**config.mk**
```make
export PLATFORM = sky130hd
export DESIGN_NAME = tmsr_ctrl
export DESIGN_NICKNAME = d
export VERILOG_FILES = /design/src/rtl/tmsr_pkg.sv /design/src/rtl/tmsr_ctrl.sv
export SDC_FILE = /design/constraint.sdc
export NUM_CORES = 1
export LEC_CHECK = 0
export BUFFER_PORTS_ARGS = -buffer_cell sky130_fd_sc_hd__buf_2
export CAP_MARGIN = 15
export CORE_AREA = 5 5 42 44
export DETAILED_ROUTE_END_ITERATION = 10
export DIE_AREA = 0 0 47 49
export GPL_TIMING_DRIVEN = 0
export PLACE_DENSITY_LB_ADDON = 0.08
export SLEW_MARGIN = 20
export SYNTH_ARGS = -nofsm -noshare
export SYNTH_HDL_FRONTEND = slang
export SYNTH_SLANG_ARGS = --single-unit
```
**constraint.sdc**
```tcl
create_clock -name clk_i -period 1.8 [get_ports clk_i]
set_clock_uncertainty 0.15 [all_clocks]
set_input_delay 0.36 -clock clk_i [delete_from_list [all_inputs] [get_ports clk_i]]
set_output_delay 0.36 -clock clk_i [all_outputs]
set_load 0.02 [all_outputs]
```
**src/rtl/tmsr_pkg.sv**
```systemverilog
// Package for the typed mailbox with selective receive.
// Holds sizes, payload structs, controller state and command types.
// No dependencies.
`default_nettype none
package tmsr_pkg;

  localparam int DEPTH     = 128;
  localparam int BODY_BITS = 64;
  localparam int TYPE_BITS = 12;

  localparam int AW      = $clog2(DEPTH);
  localparam int CNT_W   = $clog2(DEPTH + 1);
  localparam int NTYPES  = 1 << TYPE_BITS;
  localparam int ENTRY_W = TYPE_BITS + 32 + BODY_BITS;

  localparam logic [7:0]  THRESHOLD_RESET = 8'd100;
  localparam logic [15:0] MAX_AGE_RESET   = 16'd10;

  typedef enum logic [1:0] {
    REG_THRESHOLD = 2'd0,
    REG_MAX_AGE   = 2'd1,
    REG_FLUSH     = 2'd2,
    REG_NONE      = 2'd3
  } reg_idx_e;

  typedef enum logic {
    MODE_ARRIVE  = 1'b0,
    MODE_REQUEST = 1'b1
  } mode_e;

  typedef struct packed {
    logic                 mode;
    logic [TYPE_BITS-1:0] msg_type;
    logic [31:0]          msg_time;
    logic [31:0]          now;
    logic [BODY_BITS-1:0] payload;
  } in_t;

  typedef struct packed {
    logic                 found;
    logic [TYPE_BITS-1:0] out_type;
    logic [31:0]          out_time;
    logic [BODY_BITS-1:0] out_payload;
    logic                 full_drop;
    logic [7:0]           entries_left;
  } out_t;

  typedef struct packed {
    logic [TYPE_BITS-1:0] typ;
    logic [31:0]          sent;
    logic [BODY_BITS-1:0] body;
  } entry_t;

  typedef enum logic [3:0] {
    S_CLEAR,
    S_IDLE,
    S_ARR,
    S_REQ,
    S_CNT_RD,
    S_CNT_TY,
    S_CNT_WR,
    S_PRG_RD,
    S_PRG_WR,
    S_SCN_RD,
    S_SCN_WR,
    S_OUT
  } state_e;

  typedef struct packed {
    logic load;
    logic arrive;
    logic sweep;
    logic cnt_upd;
    logic cnt_done;
    logic prg_upd;
    logic prg_done;
    logic scn_upd;
    logic scn_done;
  } cmd_t;

  typedef struct packed {
    logic idx_end;
    logic purge_need;
    logic sweep_last;
  } sts_t;

endpackage
`default_nettype wire

```
**src/rtl/tmsr_ctrl.sv**
```systemverilog
// Controller state machine of the mailbox: sequences the reset sweep and the arrival, count,
// purge and scan passes. Depends on tmsr_pkg.
`default_nettype none
module tmsr_ctrl
  import tmsr_pkg::*;
(
  input  wire logic clk_i,
  input  wire logic rst_ni,
  input  wire logic in_valid_i,
  input  wire logic in_mode_i,
  input  wire logic out_stall_i,
  input  wire sts_t sts_i,
  output cmd_t      cmd_o,
  output logic      in_stall_o,
  output logic      out_valid_o
);

  state_e state_q, state_d;

  always_ff @(posedge clk_i or negedge rst_ni) begin
    if (!rst_ni) begin
      state_q <= S_CLEAR;
    end else begin
      state_q <= state_d;
    end
  end

  always_comb begin
    state_d     = state_q;
    cmd_o       = '0;
    in_stall_o  = 1'b1;
    out_valid_o = 1'b0;
    unique case (state_q)
      S_CLEAR: begin
        cmd_o.sweep = 1'b1;
        if (sts_i.sweep_last) state_d = S_IDLE;
      end
      S_IDLE: begin
        in_stall_o = 1'b0;
        if (in_valid_i) begin
          cmd_o.load = 1'b1;
          state_d = (in_mode_i == MODE_REQUEST) ? S_REQ : S_ARR;
        end
      end
      S_ARR: begin
        cmd_o.arrive = 1'b1;
        state_d = S_OUT;
      end
      S_REQ: begin
        state_d = sts_i.purge_need ? S_CNT_RD : S_SCN_RD;
      end
      S_CNT_RD: begin
        if (sts_i.idx_end) begin
          cmd_o.cnt_done = 1'b1;
          state_d = S_PRG_RD;
        end else begin
          state_d = S_CNT_TY;
        end
      end
      S_CNT_TY: state_d = S_CNT_WR;
      S_CNT_WR: begin
        cmd_o.cnt_upd = 1'b1;
        state_d = S_CNT_RD;
      end
      S_PRG_RD: begin
        if (sts_i.idx_end) begin
          cmd_o.prg_done = 1'b1;
          state_d = S_SCN_RD;
        end else begin
          state_d = S_PRG_WR;
        end
      end
      S_PRG_WR: begin
        cmd_o.prg_upd = 1'b1;
        state_d = S_PRG_RD;
      end
      S_SCN_RD: begin
        if (sts_i.idx_end) begin
          cmd_o.scn_done = 1'b1;
          state_d = S_OUT;
        end else begin
          state_d = S_SCN_WR;
        end
      end
      S_SCN_WR: begin
        cmd_o.scn_upd = 1'b1;
        state_d = S_SCN_RD;
      end
      S_OUT: begin
        out_valid_o = 1'b1;
        if (!out_stall_i) state_d = S_IDLE;
      end
      default: state_d = S_CLEAR;
    endcase
  end

endmodule
`default_nettype wire

```
Word-level counts from Yosys, hierarchy flattened
Index checks and enable logic that the tools add are counted.
W data, S select, Z words.
{"block": "op_classes", "n_eq_ne": 14, "muxes": 22, "n_reduce_logical": 2}
{"cell": "$pmux W4 S12", "count": 1}
{"cell": "$eq A4 B3 Y1 const B", "count": 4}
{"cell": "$eq A4 B4 Y1 const B", "count": 4}
{"cell": "$mux W1", "count": 16}
{"cell": "$mux W4", "count": 4}
{"cell": "$eq A4 B2 Y1 const B", "count": 2}
{"cell": "$ne A2 B2 Y1 const B", "count": 3}
{"cell": "$eq A4 B1 Y1 const B", "count": 1}
{"cell": "$logic_not A4 Y1", "count": 1}
{"cell": "$reduce_and A3 Y1", "count": 1}
{"cell": "$mux W2", "count": 1}
{"block": "word_totals", "reg_bits": 4, "input_bits": 8, "out_inout_bits": 11, "wordCells": 39}

Depth between registers and ports, before layout
Gate-level depths: netlist of the first run.
{"block": "logic_depth", "ltp_word": 3, "ltp_mapped": 5, "mapped_depth_nobuf": 3}

Worst setup path after synthesis of the first run
Ideal clock, no wire load.
{"block": "synth_timing", "kind": "register -> register", "from": "reg state_q[1]", "to": "reg state_q[0]", "setup_time_ps": 146, "arrival_ps": 1610, "t_required_ps": 1504, "setup_slack_ps": -106, "path_stages_with_launch": 5, "path_buffers": 1, "synth_period_minus_slack_ps": 1906, "cell_sequence": "dfrtp_1 -> buf_6 -> nor4_1 -> a22o_1 -> o311ai_0"}
{"block": "synth_between", "elab_chain_cells": 3, "elab_cells_between_ends": 17, "cone_classes": "14 x eq/ne; 1 x mux; 2 x reduce/logical"}
{"item": "from (decl)", "line": "tmsr_ctrl.sv:18", "rtl": "state_e state_q, state_d;"}
{"item": "from (signal assigned)", "line": "tmsr_ctrl.sv:24", "rtl": "state_q <= state_d;"}
{"item": "$eq A4 B4 Y1 (tied with other cells)", "line": "tmsr_ctrl.sv:33", "rtl": "unique case (state_q)"}
{"item": "$ne A2 B2 Y1 (no source line)"}
{"item": "$reduce_and A3 Y1 (no source line)"}
Parallel ways exist; a longest one is shown, timed or not.
A chain may end at the register's enable or synchronous reset.

==> results of run 1 <==
## cell usage in the layout, fill, tap and decap left out, types with 2 or more instances in the layout
cell / netlist / routed
clkbuf_4: 0 / 3
nand2_1: 4 / 4
dfrtp_1: 4 / 2
nand2b_1: 3 / 2
a21oi_1: 3 / 3
inv_1: 3 / 2
nor2_2: 0 / 2
nor2b_1: 3 / 2
nor2_1: 7 / 5
buf_2: 3 / 10
a22o_1: 2 / 2
buf_6: 1 / 4
dfrtp_2: 0 / 2
nor3_2: 0 / 2
buf_4: 0 / 18
## metal layers
| metal | routed length (um) | GRT usage (%) | up-vias |
|---|---|---|---|
| met1 | 644 | 17.8 | 254 |
| met5 | 0 | 0 | - |
| met4 | 57 | 11.1 | 0 |
| li1 | - | - | 267 |
| met2 | 656 | 18.8 | 22 |
| met3 | 67 | 1.11 | 7 |
## metrics by stage
step	setup WS (ns)	setup TNS, ns	instances
after floorplan	0.0152	0	57
after global placement	0.00939	0	91
after detailed placement	0.0107	0	91
after CTS	-0.0802	-0.185	100
after global routing	-0.112	-0.504	104
final	-0.0777	-0.170	104
## power breakdown
part,switching [mW],total (mW),internal [mW]
clock,0.0410,0.116,0.0748
combinational,0.519,1.06,0.539
sequential,0.0446,0.187,0.142
total,0.605,1.36,0.756
## worst max-delay path by stage
stage | endpoint | slack [ns] | cells past startpoint
CTS | cmd_o[7] | -0.08 | 3
global placement | cmd_o[8] | 0.009 | 5
global route | cmd_o[7] | -0.11 | 4
detailed placement | cmd_o[8] | 0.01 | 5
finish | cmd_o[7] | -0.08 | 3
floorplan | cmd_o[4] | 0.02 | 4
## area by class of cell
| type | instances | area [um2] |
|---|---|---|
| Clock buffer | 3 | 22.5 |
| Tap cell | 16 | 20.0 |
| Sequential cell | 4 | 103 |
| Timing Repair Buffer | 29 | 205 |
| Inverter | 3 | 11.3 |
| Buffer | 5 | 60.1 |
| Multi-Input combinational cell | 44 | 314 |
| Fill cell | 153 | 666 |
## synthesized netlist by cell type
cell type	n	area, um2
nand2_1	4	15.0
nor2b_1	3	18.8
inv_1	3	11.3
a31oi_1	1	6.26
and3b_1	1	8.76
nor3b_1	1	7.51
nand3_1	1	5.00
dfrtp_1	4	100
buf_2	3	15.0
nor4_1	1	6.26
o211ai_1	1	7.51
nor3_1	2	10.0
a221oi_1	1	8.76
o221ai_1	1	8.76
a21oi_1	3	15.0
nor2_1	7	26.3
o22ai_1	1	6.26
or2_2	1	6.26
nand3b_1	1	7.51
clkbuf_1	2	7.51
buf_6	1	11.3
or4b_1	1	10.0
a21boi_0	1	7.51
or3_1	2	12.5
a22o_1	2	17.5
a211o_1	1	8.76
nand2b_1	3	18.8
o311ai_0	1	8.76
o21a_1	1	7.51
and3_1	1	6.26
o31ai_1	1	7.51
## worst reg2reg max path, stage by stage (launching register included)
cell,delay (ns)
dfrtp_2,0.41
buf_4,0.14
buf_4,0.14
or3_4,0.35
a211o_1,0.29
a22o_1,0.20
## what timing repair did
item                                    CTS  global route
endpoints found under the setup margin   10            11
hold endpoints to repair                  4             0
hold buffers                              1             0
buffers inserted                          6             3
pin swaps                                 2             1
gates cloned                              0             1
resized for setup                        18            16
## cells by family (layout without fill, tap and decap cells)
kind of cell	Yosys count	in the layout	synth area share, %
buffers and inverters	9	40	10.9
flip-flops	4	4	24.2
AO/OA/AOI/OAI	15	15	26.6
AND/OR/NAND/NOR	29	29	38.4
==> impl_metrics.xml, run 1 <==
<?xml version="1.0" encoding="UTF-8"?>
<metrics>
  <group name="run_status">
    <metric name="status" unit="">complete, but fails checks</metric>
    <metric name="violated_checks" unit="">setup timing</metric>
  </group>
  <group name="pwr">
    <metric name="p_total" unit="mW">1.36</metric>
    <metric name="power.density" unit="nW/um2">1850</metric>
    <metric name="maximum_vdd_ir_drop" unit="V">0.000686</metric>
    <metric name="total_leakage_power" unit="nW">0.348</metric>
  </group>
  <group name="cells_and_area">
    <metric name="n_antenna_cell" unit="">0</metric>
    <metric name="drive_above_1_share" unit="%">56.8</metric>
    <metric name="syn_to_final_growth" unit="%">77.6</metric>
    <metric name="num-nets-final" unit="">98</metric>
    <metric name="layout.core_utilization" unit="%">52.5</metric>
    <metric name="final_area" unit="um2">736</metric>
    <metric name="max_flop_register" unit="">state_q</metric>
    <metric name="reg.largest.list" unit="">state_q x4</metric>
    <metric name="number_of_flip_flops_under_the_largest_register_name" unit="">4</metric>
  </group>
  <group name="worst_setup_path">
    <metric name="critical_path_arrival" unit="ns">1.37</metric>
    <metric name="maximum_fanout_along_the_worst_path" unit="">3</metric>
    <metric name="setup.worst_path.class" unit="">reg -&gt; out</metric>
    <metric name="worstSetupStartpointType" unit="">flop</metric>
    <metric name="crit_path_max_incr_delay" unit="ns">0.54</metric>
    <metric name="worstSetupEndpointType" unit="">primary output</metric>
    <metric name="cells_along_the_critical_path" unit="">or4b_4 &gt; inv_2 &gt; buf_6</metric>
    <metric name="worst_path_required" unit="ns">1.29</metric>
    <metric name="worst_setup_path_startpoint" unit="">state_q[3]</metric>
    <metric name="reg2reg_from" unit="">state_q[3]</metric>
    <metric name="reg2reg_depth" unit="">5</metric>
    <metric name="r2r_setup_slack" unit="ns">0.01</metric>
    <metric name="regToRegEndpoint" unit="">state_q[1]</metric>
    <metric name="critPathSlowestCell" unit="">or4b_4</metric>
    <metric name="critPathBufInv" unit="">2</metric>
    <metric name="path_delay_family" unit="">simple AND/OR/NAND/NOR gates</metric>
  </group>
  <group name="drt">
    <metric name="initialDrtViolationCount" unit="">22</metric>
    <metric name="detailedRoute.firstPassIterationCount" unit="">4</metric>
    <metric name="drt_drc_violations_left" unit="">0</metric>
    <metric name="routed_wire_length_per_instance" unit="um">13.7</metric>
    <metric name="avgViaCountPerCell" unit="">5.29</metric>
    <metric name="route.final.wire_length" unit="mm">1.43</metric>
    <metric name="antenna_violating_nets_remaining" unit="">0</metric>
    <metric name="routed-via-count" unit="">550</metric>
  </group>
  <group name="grt">
    <metric name="grt_overflow_total" unit="">0</metric>
    <metric name="grt_max_degree" unit="">11</metric>
    <metric name="first_pass_grt_wire_length" unit="mm">2.20</metric>
    <metric name="first_global_vias" unit="">507</metric>
    <metric name="grtUsageTotal" unit="%">13.4</metric>
    <metric name="antenna_found_initial" unit="">0</metric>
  </group>
  <group name="sta">
    <metric name="final_max_tran_viols" unit="">0</metric>
    <metric name="hold_viol_final" unit="">0</metric>
    <metric name="fin_crit_sh" unit="%">104</metric>
    <metric name="post-route-worst-setup-slack" unit="ns">-0.0777</metric>
    <metric name="max_freq" unit="MHz">533</metric>
    <metric name="worst_slew_pin_slew" unit="ns">0.386</metric>
    <metric name="period_needed" unit="ns">1.88</metric>
    <metric name="worst_hold_slack" unit="ns">0.249</metric>
    <metric name="final-setup-viol-count" unit="">4</metric>
    <metric name="grt_setup_unrepaired" unit="">true</metric>
    <metric name="relSlewSlack" unit="%">74.0</metric>
  </group>
  <group name="clock_tree">
    <metric name="worstSkewPairLatency" unit="ns">0.24</metric>
    <metric name="tritoncts" unit="">done</metric>
    <metric name="max-clock-path-buffers" unit="">2</metric>
    <metric name="worst_setup_hold_path_clk_slew" unit="ns">0.04</metric>
    <metric name="cts_root_buf" unit="">clkbuf_4</metric>
    <metric name="clock_sinks" unit="">4</metric>
    <metric name="tritoncts.num_buffers" unit="">3</metric>
    <metric name="clock_tree.htree_level_count" unit="">1</metric>
  </group>
  <group name="yosys">
    <metric name="synth.ff_latch_count" unit="">4</metric>
    <metric name="avgSynthCellArea" unit="um2">7.27</metric>
    <metric name="synth_warnings" unit="">0</metric>
    <metric name="post_synthesis_cell_count" unit="">57</metric>
    <metric name="ys_types" unit="">31</metric>
    <metric name="synth_seq_area_share" unit="%">24.2</metric>
    <metric name="post_synth_instance_area" unit="um2">414</metric>
    <metric name="postSynthNetCount" unit="">65</metric>
  </group>
  <group name="floorplan">
    <metric name="die_width" unit="um">47</metric>
    <metric name="placement_rows" unit="">14</metric>
    <metric name="design.die.area" unit="um2">2300</metric>
    <metric name="design.portCount" unit="">19</metric>
    <metric name="die_y" unit="um">49</metric>
    <metric name="core" unit="um2">1400</metric>
    <metric name="initial_core_util" unit="%">29.6</metric>
  </group>
  <group name="placed_design">
    <metric name="buffers_added_on_ports" unit="">18</metric>
    <metric name="place.gp.congestion" unit="">0.744</metric>
    <metric name="dpl_cell_area" unit="um2">531</metric>
    <metric name="detailedPlacementHpwl" unit="um">957</metric>
  </group>
  <group name="job">
    <metric name="drv.max_cap_violation_count" unit="">0</metric>
  </group>
  <group name="min_path">
    <metric name="min_path_type" unit="">in -&gt; reg</metric>
    <metric name="worst_hold_stages" unit="">2</metric>
    <metric name="hold_path_end" unit="">state_q[1]</metric>
    <metric name="min_from" unit="">out_stall_i</metric>
  </group>
</metrics>
(Power assumes the default switching activity.)
==> inputs of run 2 (changes only) <==
- ABC_AREA: not set -> 1
==> impl_metrics.xml, run 2 <==
<?xml version="1.0" encoding="UTF-8"?>
<metrics>
  <group name="drt">
    <metric name="drt_drc_violations_left" unit="">0</metric>
    <metric name="antenna_violating_nets_remaining" unit="">0</metric>
    <metric name="avgViaCountPerCell" unit="">4.50</metric>
    <metric name="detailedRoute.firstPassIterationCount" unit="">4</metric>
    <metric name="routed-via-count" unit="">491</metric>
    <metric name="routed_wire_length_per_instance" unit="um">9.76</metric>
    <metric name="route.final.wire_length" unit="mm">1.06</metric>
    <metric name="initialDrtViolationCount" unit="">10</metric>
  </group>
  <group name="placed_design">
    <metric name="detailedPlacementHpwl" unit="um">872</metric>
    <metric name="place.gp.congestion" unit="">0.712</metric>
    <metric name="pre_cts_slack" unit="ns">0.208</metric>
    <metric name="buffers_added_on_ports" unit="">18</metric>
  </group>
  <group name="floorplan">
    <metric name="die_width" unit="um">47</metric>
    <metric name="initial_core_util" unit="%">27.3</metric>
    <metric name="placement_rows" unit="">14</metric>
    <metric name="die_y" unit="um">49</metric>
    <metric name="design.portCount" unit="">19</metric>
    <metric name="design.die.area" unit="um2">2300</metric>
    <metric name="core" unit="um2">1400</metric>
  </group>
  <group name="job">
    <metric name="drv.max_cap_violation_count" unit="">0</metric>
  </group>
  <group name="yosys">
    <metric name="ys_types" unit="">13</metric>
    <metric name="post_synth_instance_area" unit="um2">383</metric>
    <metric name="synth_warnings" unit="">0</metric>
    <metric name="post_synthesis_cell_count" unit="">69</metric>
    <metric name="postSynthNetCount" unit="">77</metric>
    <metric name="synth.most_common_cell" unit="">nand2_1</metric>
    <metric name="synth_largest_type_area_fraction" unit="%">26.1</metric>
    <metric name="number_of_enable_type_register_cells_in_the_synthesized_netlist" unit="">0</metric>
    <metric name="synth_flop_cell" unit="">dfrtp_1</metric>
    <metric name="ys_top_cells_by_count" unit="">nand2_1, inv_1, nor2_1</metric>
    <metric name="netlist_top_cells_area" unit="">dfrtp_1, nand2_1, inv_1</metric>
    <metric name="synth.ff_latch_count" unit="">4</metric>
    <metric name="avgSynthCellArea" unit="um2">5.55</metric>
    <metric name="asyncSetResetFlopFracSynth" unit="%">100</metric>
    <metric name="synth_seq_area_share" unit="%">26.1</metric>
    <metric name="synth_largest_area_cell" unit="">dfrtp_1</metric>
  </group>
  <group name="cells_and_area">
    <metric name="mostFrequentLayoutCells" unit="">nand2_1, buf_2, inv_1</metric>
    <metric name="n_antenna_cell" unit="">0</metric>
    <metric name="num-nets-final" unit="">103</metric>
    <metric name="layout.filler_cells" unit="">172</metric>
    <metric name="final-seq-area" unit="um2">105</metric>
    <metric name="max_flop_register" unit="">state_q</metric>
    <metric name="reg.largest.list" unit="">state_q x4</metric>
    <metric name="multiInputGateArea" unit="um2">244</metric>
    <metric name="number_of_flip_flops_under_the_largest_register_name" unit="">4</metric>
    <metric name="syn_to_final_growth" unit="%">49.7</metric>
    <metric name="drive_above_1_share" unit="%">47.3</metric>
  </group>
  <group name="worst_setup_path">
    <metric name="maximum_fanout_along_the_worst_path" unit="">6</metric>
    <metric name="crit_path_max_incr_delay" unit="ns">0.45</metric>
    <metric name="critical_path_arrival" unit="ns">1.22</metric>
    <metric name="cells_along_the_critical_path" unit="">inv_2 &gt; nand2_2 &gt; nor2_4 &gt; inv_2 &gt; nor2_1 &gt; buf_4</metric>
    <metric name="critPathSlowestCell" unit="">dfrtp_2</metric>
    <metric name="worst_path_required" unit="ns">1.29</metric>
    <metric name="setup.worst_path.class" unit="">reg -&gt; out</metric>
    <metric name="worstSetupStartpointType" unit="">flop</metric>
    <metric name="timing.critical_path.mode_cell" unit="">inv_2</metric>
    <metric name="r2r_setup_slack" unit="ns">0.44</metric>
    <metric name="worstSetupEndpointType" unit="">primary output</metric>
  </group>
  <group name="sta">
    <metric name="period_needed" unit="ns">1.73</metric>
    <metric name="relSlewSlack" unit="%">88.3</metric>
    <metric name="fin_crit_sh" unit="%">96.2</metric>
    <metric name="final_max_tran_viols" unit="">0</metric>
    <metric name="grt_setup_unrepaired" unit="">true</metric>
    <metric name="final-setup-viol-count" unit="">0</metric>
    <metric name="max_freq" unit="MHz">577</metric>
    <metric name="hold_viol_final" unit="">0</metric>
    <metric name="post-route-worst-setup-slack" unit="ns">0.0681</metric>
    <metric name="worst_slew_pin_slew" unit="ns">0.175</metric>
    <metric name="setup-tns-final" unit="ns">0</metric>
  </group>
  <group name="clock_tree">
    <metric name="worst_setup_hold_path_clk_slew" unit="ns">0.04</metric>
    <metric name="max-clock-path-buffers" unit="">2</metric>
    <metric name="clock_sinks" unit="">4</metric>
    <metric name="worstSkewPairLatency" unit="ns">0.23</metric>
    <metric name="tritoncts" unit="">done</metric>
    <metric name="tritoncts.num_buffers" unit="">3</metric>
    <metric name="cts_root_buf" unit="">clkbuf_4</metric>
    <metric name="clock_tree.htree_level_count" unit="">1</metric>
  </group>
  <group name="pwr">
    <metric name="maximum_vdd_ir_drop" unit="V">0.000596</metric>
    <metric name="total_leakage_power" unit="nW">0.361</metric>
    <metric name="power.density" unit="nW/um2">1750</metric>
  </group>
  <group name="grt">
    <metric name="first_global_vias" unit="">436</metric>
    <metric name="first_pass_grt_wire_length" unit="mm">1.75</metric>
    <metric name="grt_max_degree" unit="">7</metric>
    <metric name="grt_overflow_total" unit="">0</metric>
    <metric name="grtUsageTotal" unit="%">10.2</metric>
    <metric name="antenna_found_initial" unit="">0</metric>
  </group>
  <group name="run_status">
    <metric name="status" unit="">completed</metric>
  </group>
  <group name="min_path">
    <metric name="min_path_type" unit="">in -&gt; reg</metric>
  </group>
</metrics>
[run 2: cells by family (layout without fill, tap and decap cells)]
kind of cell | after synthesis | count (layout) | share of synthesized area, %
AND/OR/NAND/NOR | 44 | 44 | 49.7
buffers and inverters | 17 | 41 | 16.7
AO/OA/AOI/OAI | 4 | 4 | 7.52
flip-flops | 4 | 4 | 26.1
[run 2: through the flow]
stage                     power [mW]  hold slack [ns]  util [%]  instance area (um2)  cells
after detailed placement       0.787           0.0185      35.2                  493    103
after floorplan                0.629          -0.0856         -                  383     69
after global placement         0.788           0.0185      35.2                  493    103
after CTS                      0.927            0.222      38.4                  538    108
final                           1.00            0.229      40.9                  573    109
after global routing            1.11            0.227      40.9                  573    109
[run 2: worst paths after layout]
path,start,end,cells past startpoint
hold / removal,out_stall_i,state_q[1],3
setup reg to reg,state_q[2],state_q[1],8
setup / recovery,state_q[1],cmd_o[8],6
min in group asynchronous,rst_ni,state_q[1],2
max in group asynchronous,rst_ni,state_q[2],2
hold reg to reg,state_q[2],state_q[3],3
[run 2: worst max-delay path: cells and delay by family, from the launching register on]
kind / cells / cell delay, ns
buf+inv: 3 / 0.27
simple gates: 3 / 0.28
flops: 1 / 0.45
[run 2: cell type report]
type,count,share of cell area (%)
multi-input combinational,48,42.6
timing repair buffer,21,20.5
sequential,4,18.3
clock buffer,3,3.93
inverter,17,11.1
tap,16,3.49
[run 2: routing by layer]
layer / up-vias / wire [um] / GRT usage [%]
met5: - / 0 / 0
met4: 0 / 0 / 6.91
met3: 0 / 36 / 1.11
met2: 8 / 535 / 13.8
met1: 224 / 492 / 14.4
li1: 259 / - / -
[run 2: power breakdown]
group	switching [mW]	internal, mW
Sequential	0.0796	0.144
Combinational	0.426	0.245
Clock	0.0326	0.0743
[run 2: repair_timing]
item                                    4_1_cts  5_1_grt
resized for setup                             2       14
hold endpoints to repair                      4        0
pin swaps                                     1        1
buffers inserted                              1        1
hold buffers                                  1        0
endpoints found under the setup margin        1       10
==> inputs of run 3 (changes only) <==
- clock period: 1.8 -> 2.16 ns (I/O delays scaled with it)
==> impl_metrics.xml, run 3 (synthesis results as in run 2) <==
<?xml version="1.0" encoding="UTF-8"?>
<metrics>
  <group name="run_status">
    <metric name="status" unit="">completed</metric>
  </group>
  <group name="pwr">
    <metric name="maximum_vdd_ir_drop" unit="V">0.000458</metric>
    <metric name="total_leakage_power" unit="nW">0.357</metric>
    <metric name="p_total" unit="uW">742</metric>
    <metric name="power.density" unit="nW/um2">1410</metric>
  </group>
  <group name="floorplan">
    <metric name="design.portCount" unit="">19</metric>
    <metric name="placement_rows" unit="">14</metric>
    <metric name="die_y" unit="um">49</metric>
    <metric name="design.die.area" unit="um2">2300</metric>
    <metric name="initial_core_util" unit="%">27.3</metric>
    <metric name="core" unit="um2">1400</metric>
    <metric name="die_width" unit="um">47</metric>
  </group>
  <group name="sta">
    <metric name="final_max_tran_viols" unit="">0</metric>
    <metric name="post-route-worst-setup-slack" unit="ns">0.257</metric>
    <metric name="relSlewSlack" unit="%">82.6</metric>
    <metric name="max_freq" unit="MHz">526</metric>
    <metric name="hold_viol_final" unit="">0</metric>
    <metric name="setup-tns-final" unit="ns">0</metric>
    <metric name="final-setup-viol-count" unit="">0</metric>
    <metric name="period_needed" unit="ns">1.90</metric>
    <metric name="worst_slew_pin_slew" unit="ns">0.259</metric>
    <metric name="fin_crit_sh" unit="%">88.1</metric>
    <metric name="worst_hold_slack" unit="ns">0.301</metric>
    <metric name="grt_setup_unrepaired" unit="">false</metric>
  </group>
  <group name="worst_setup_path">
    <metric name="cells_along_the_critical_path" unit="">inv_1 &gt; nand2_1 &gt; nor2_1 &gt; inv_1 &gt; nor2_1 &gt; buf_2</metric>
    <metric name="critical_path_arrival" unit="ns">1.32</metric>
    <metric name="worstSetupStartpointType" unit="">flop</metric>
    <metric name="worst_path_required" unit="ns">1.58</metric>
    <metric name="critPathSlowestCell" unit="">dfrtp_1</metric>
    <metric name="setup.worst_path.class" unit="">reg -&gt; out</metric>
    <metric name="crit_path_max_incr_delay" unit="ns">0.43</metric>
    <metric name="worstSetupEndpointType" unit="">primary output</metric>
    <metric name="maximum_fanout_along_the_worst_path" unit="">6</metric>
  </group>
  <group name="cells_and_area">
    <metric name="number_of_flip_flops_under_the_largest_register_name" unit="">4</metric>
    <metric name="syn_to_final_growth" unit="%">37.3</metric>
    <metric name="drive_above_1_share" unit="%">30.8</metric>
    <metric name="max_flop_register" unit="">state_q</metric>
    <metric name="mostFrequentLayoutCells" unit="">nand2_1, buf_2, inv_1, nor2_1, nand3_1</metric>
    <metric name="num-nets-final" unit="">101</metric>
    <metric name="reg.largest.list" unit="">state_q x4</metric>
    <metric name="final_common_cell" unit="">nand2_1</metric>
    <metric name="n_antenna_cell" unit="">0</metric>
  </group>
  <group name="placed_design">
    <metric name="pre_cts_slack" unit="ns">0.496</metric>
    <metric name="place.gp.congestion" unit="">0.712</metric>
    <metric name="detailedPlacementHpwl" unit="um">872</metric>
    <metric name="buffers_added_on_ports" unit="">18</metric>
  </group>
  <group name="job">
    <metric name="drv.max_cap_violation_count" unit="">0</metric>
  </group>
  <group name="clock_tree">
    <metric name="worstSkewPairLatency" unit="ns">0.23</metric>
    <metric name="clock_sinks" unit="">4</metric>
    <metric name="tritoncts" unit="">done</metric>
    <metric name="max-clock-path-buffers" unit="">2</metric>
    <metric name="worst_setup_hold_path_clk_slew" unit="ns">0.04</metric>
    <metric name="post_cts_hold_buffer_count" unit="">1</metric>
    <metric name="cts_resized" unit="">0</metric>
    <metric name="post-cts-setup-buffer-count" unit="">0</metric>
    <metric name="clock_tree.htree_level_count" unit="">1</metric>
    <metric name="cts_root_buf" unit="">clkbuf_4</metric>
    <metric name="tritoncts.num_buffers" unit="">3</metric>
  </group>
  <group name="drt">
    <metric name="routed-via-count" unit="">475</metric>
    <metric name="drt_drc_violations_left" unit="">0</metric>
    <metric name="antenna_violating_nets_remaining" unit="">0</metric>
    <metric name="route.final.wire_length" unit="mm">1.03</metric>
    <metric name="detailedRoute.firstPassIterationCount" unit="">4</metric>
    <metric name="avgViaCountPerCell" unit="">4.44</metric>
    <metric name="initialDrtViolationCount" unit="">13</metric>
    <metric name="routed_wire_length_per_instance" unit="um">9.66</metric>
  </group>
  <group name="grt">
    <metric name="first_global_vias" unit="">431</metric>
    <metric name="grt_overflow_total" unit="">0</metric>
    <metric name="grt_max_degree" unit="">7</metric>
    <metric name="grt.met1_usage" unit="%">14.2</metric>
    <metric name="grtUsageTotal" unit="%">10.1</metric>
    <metric name="first_pass_grt_wire_length" unit="mm">1.73</metric>
    <metric name="use_met3" unit="%">1.11</metric>
    <metric name="antenna_found_initial" unit="">0</metric>
    <metric name="global_route.usage.met2" unit="%">13.8</metric>
    <metric name="busiest_layer" unit="">met1</metric>
  </group>
  <group name="min_path">
    <metric name="min_path_type" unit="">in -&gt; reg</metric>
  </group>
</metrics>
-- run 3: critical path, delay by kind of cell, from the launching register on --
family	cells	cell delay (ns)
flip-flops	1	0.43
buffers and inverters	3	0.33
AND/OR/NAND/NOR	3	0.33
-- run 3: area by class of cell --
class	instances	area, um2
timing repair buffer	19	100
sequential	4	100
inverter	17	63.8
multi-input combinational	48	219
tap	16	20.0
clock buffer	3	22.5
fill	168	876
-- run 3: through the flow --
| stage | util [%] | std cells | instance area, um2 |
|---|---|---|---|
| 4_1_cts | 37.5 | 107 | 526 |
| 5_1_grt | 37.5 | 107 | 526 |
| 2_1_floorplan | - | 69 | 383 |
| 6_report | 37.5 | 107 | 526 |
| 3_5_place_dp | 35.2 | 103 | 493 |
| 3_3_place_gp | 35.2 | 103 | 493 |
-- run 3: per-layer routing --
layer  share of wire (%)  up-vias
met2                  48       15
met5                   0        -
li1                    -      255
met3                 4.7        0
met1                  47      205
met4                   0        0
-- run 3: final timing paths --
kind                             startpoint          to  slack (ns)  depth (start not counted)
worst min-delay path            out_stall_i  state_q[1]        0.30                          3
worst min register to register   state_q[2]  state_q[3]        0.55                          3
min in group asynchronous            rst_ni  state_q[1]        0.39                          2
max in group asynchronous            rst_ni  state_q[2]        1.36                          2
worst max register to register   state_q[1]  state_q[1]        0.78                          8
worst max-delay path             state_q[1]    cmd_o[8]        0.26                          6
-- run 3: report_power, final --
part | total, mW | internal [mW] | leakage (nW) | switching [mW]
logic | 0.487 | 0.160 | 0.293 | 0.327
clock network | 0.0891 | 0.0619 | 0.0138 | 0.0272
registers | 0.166 | 0.113 | 0.0495 | 0.0533
total | 0.742 | 0.335 | 0.357 | 0.407
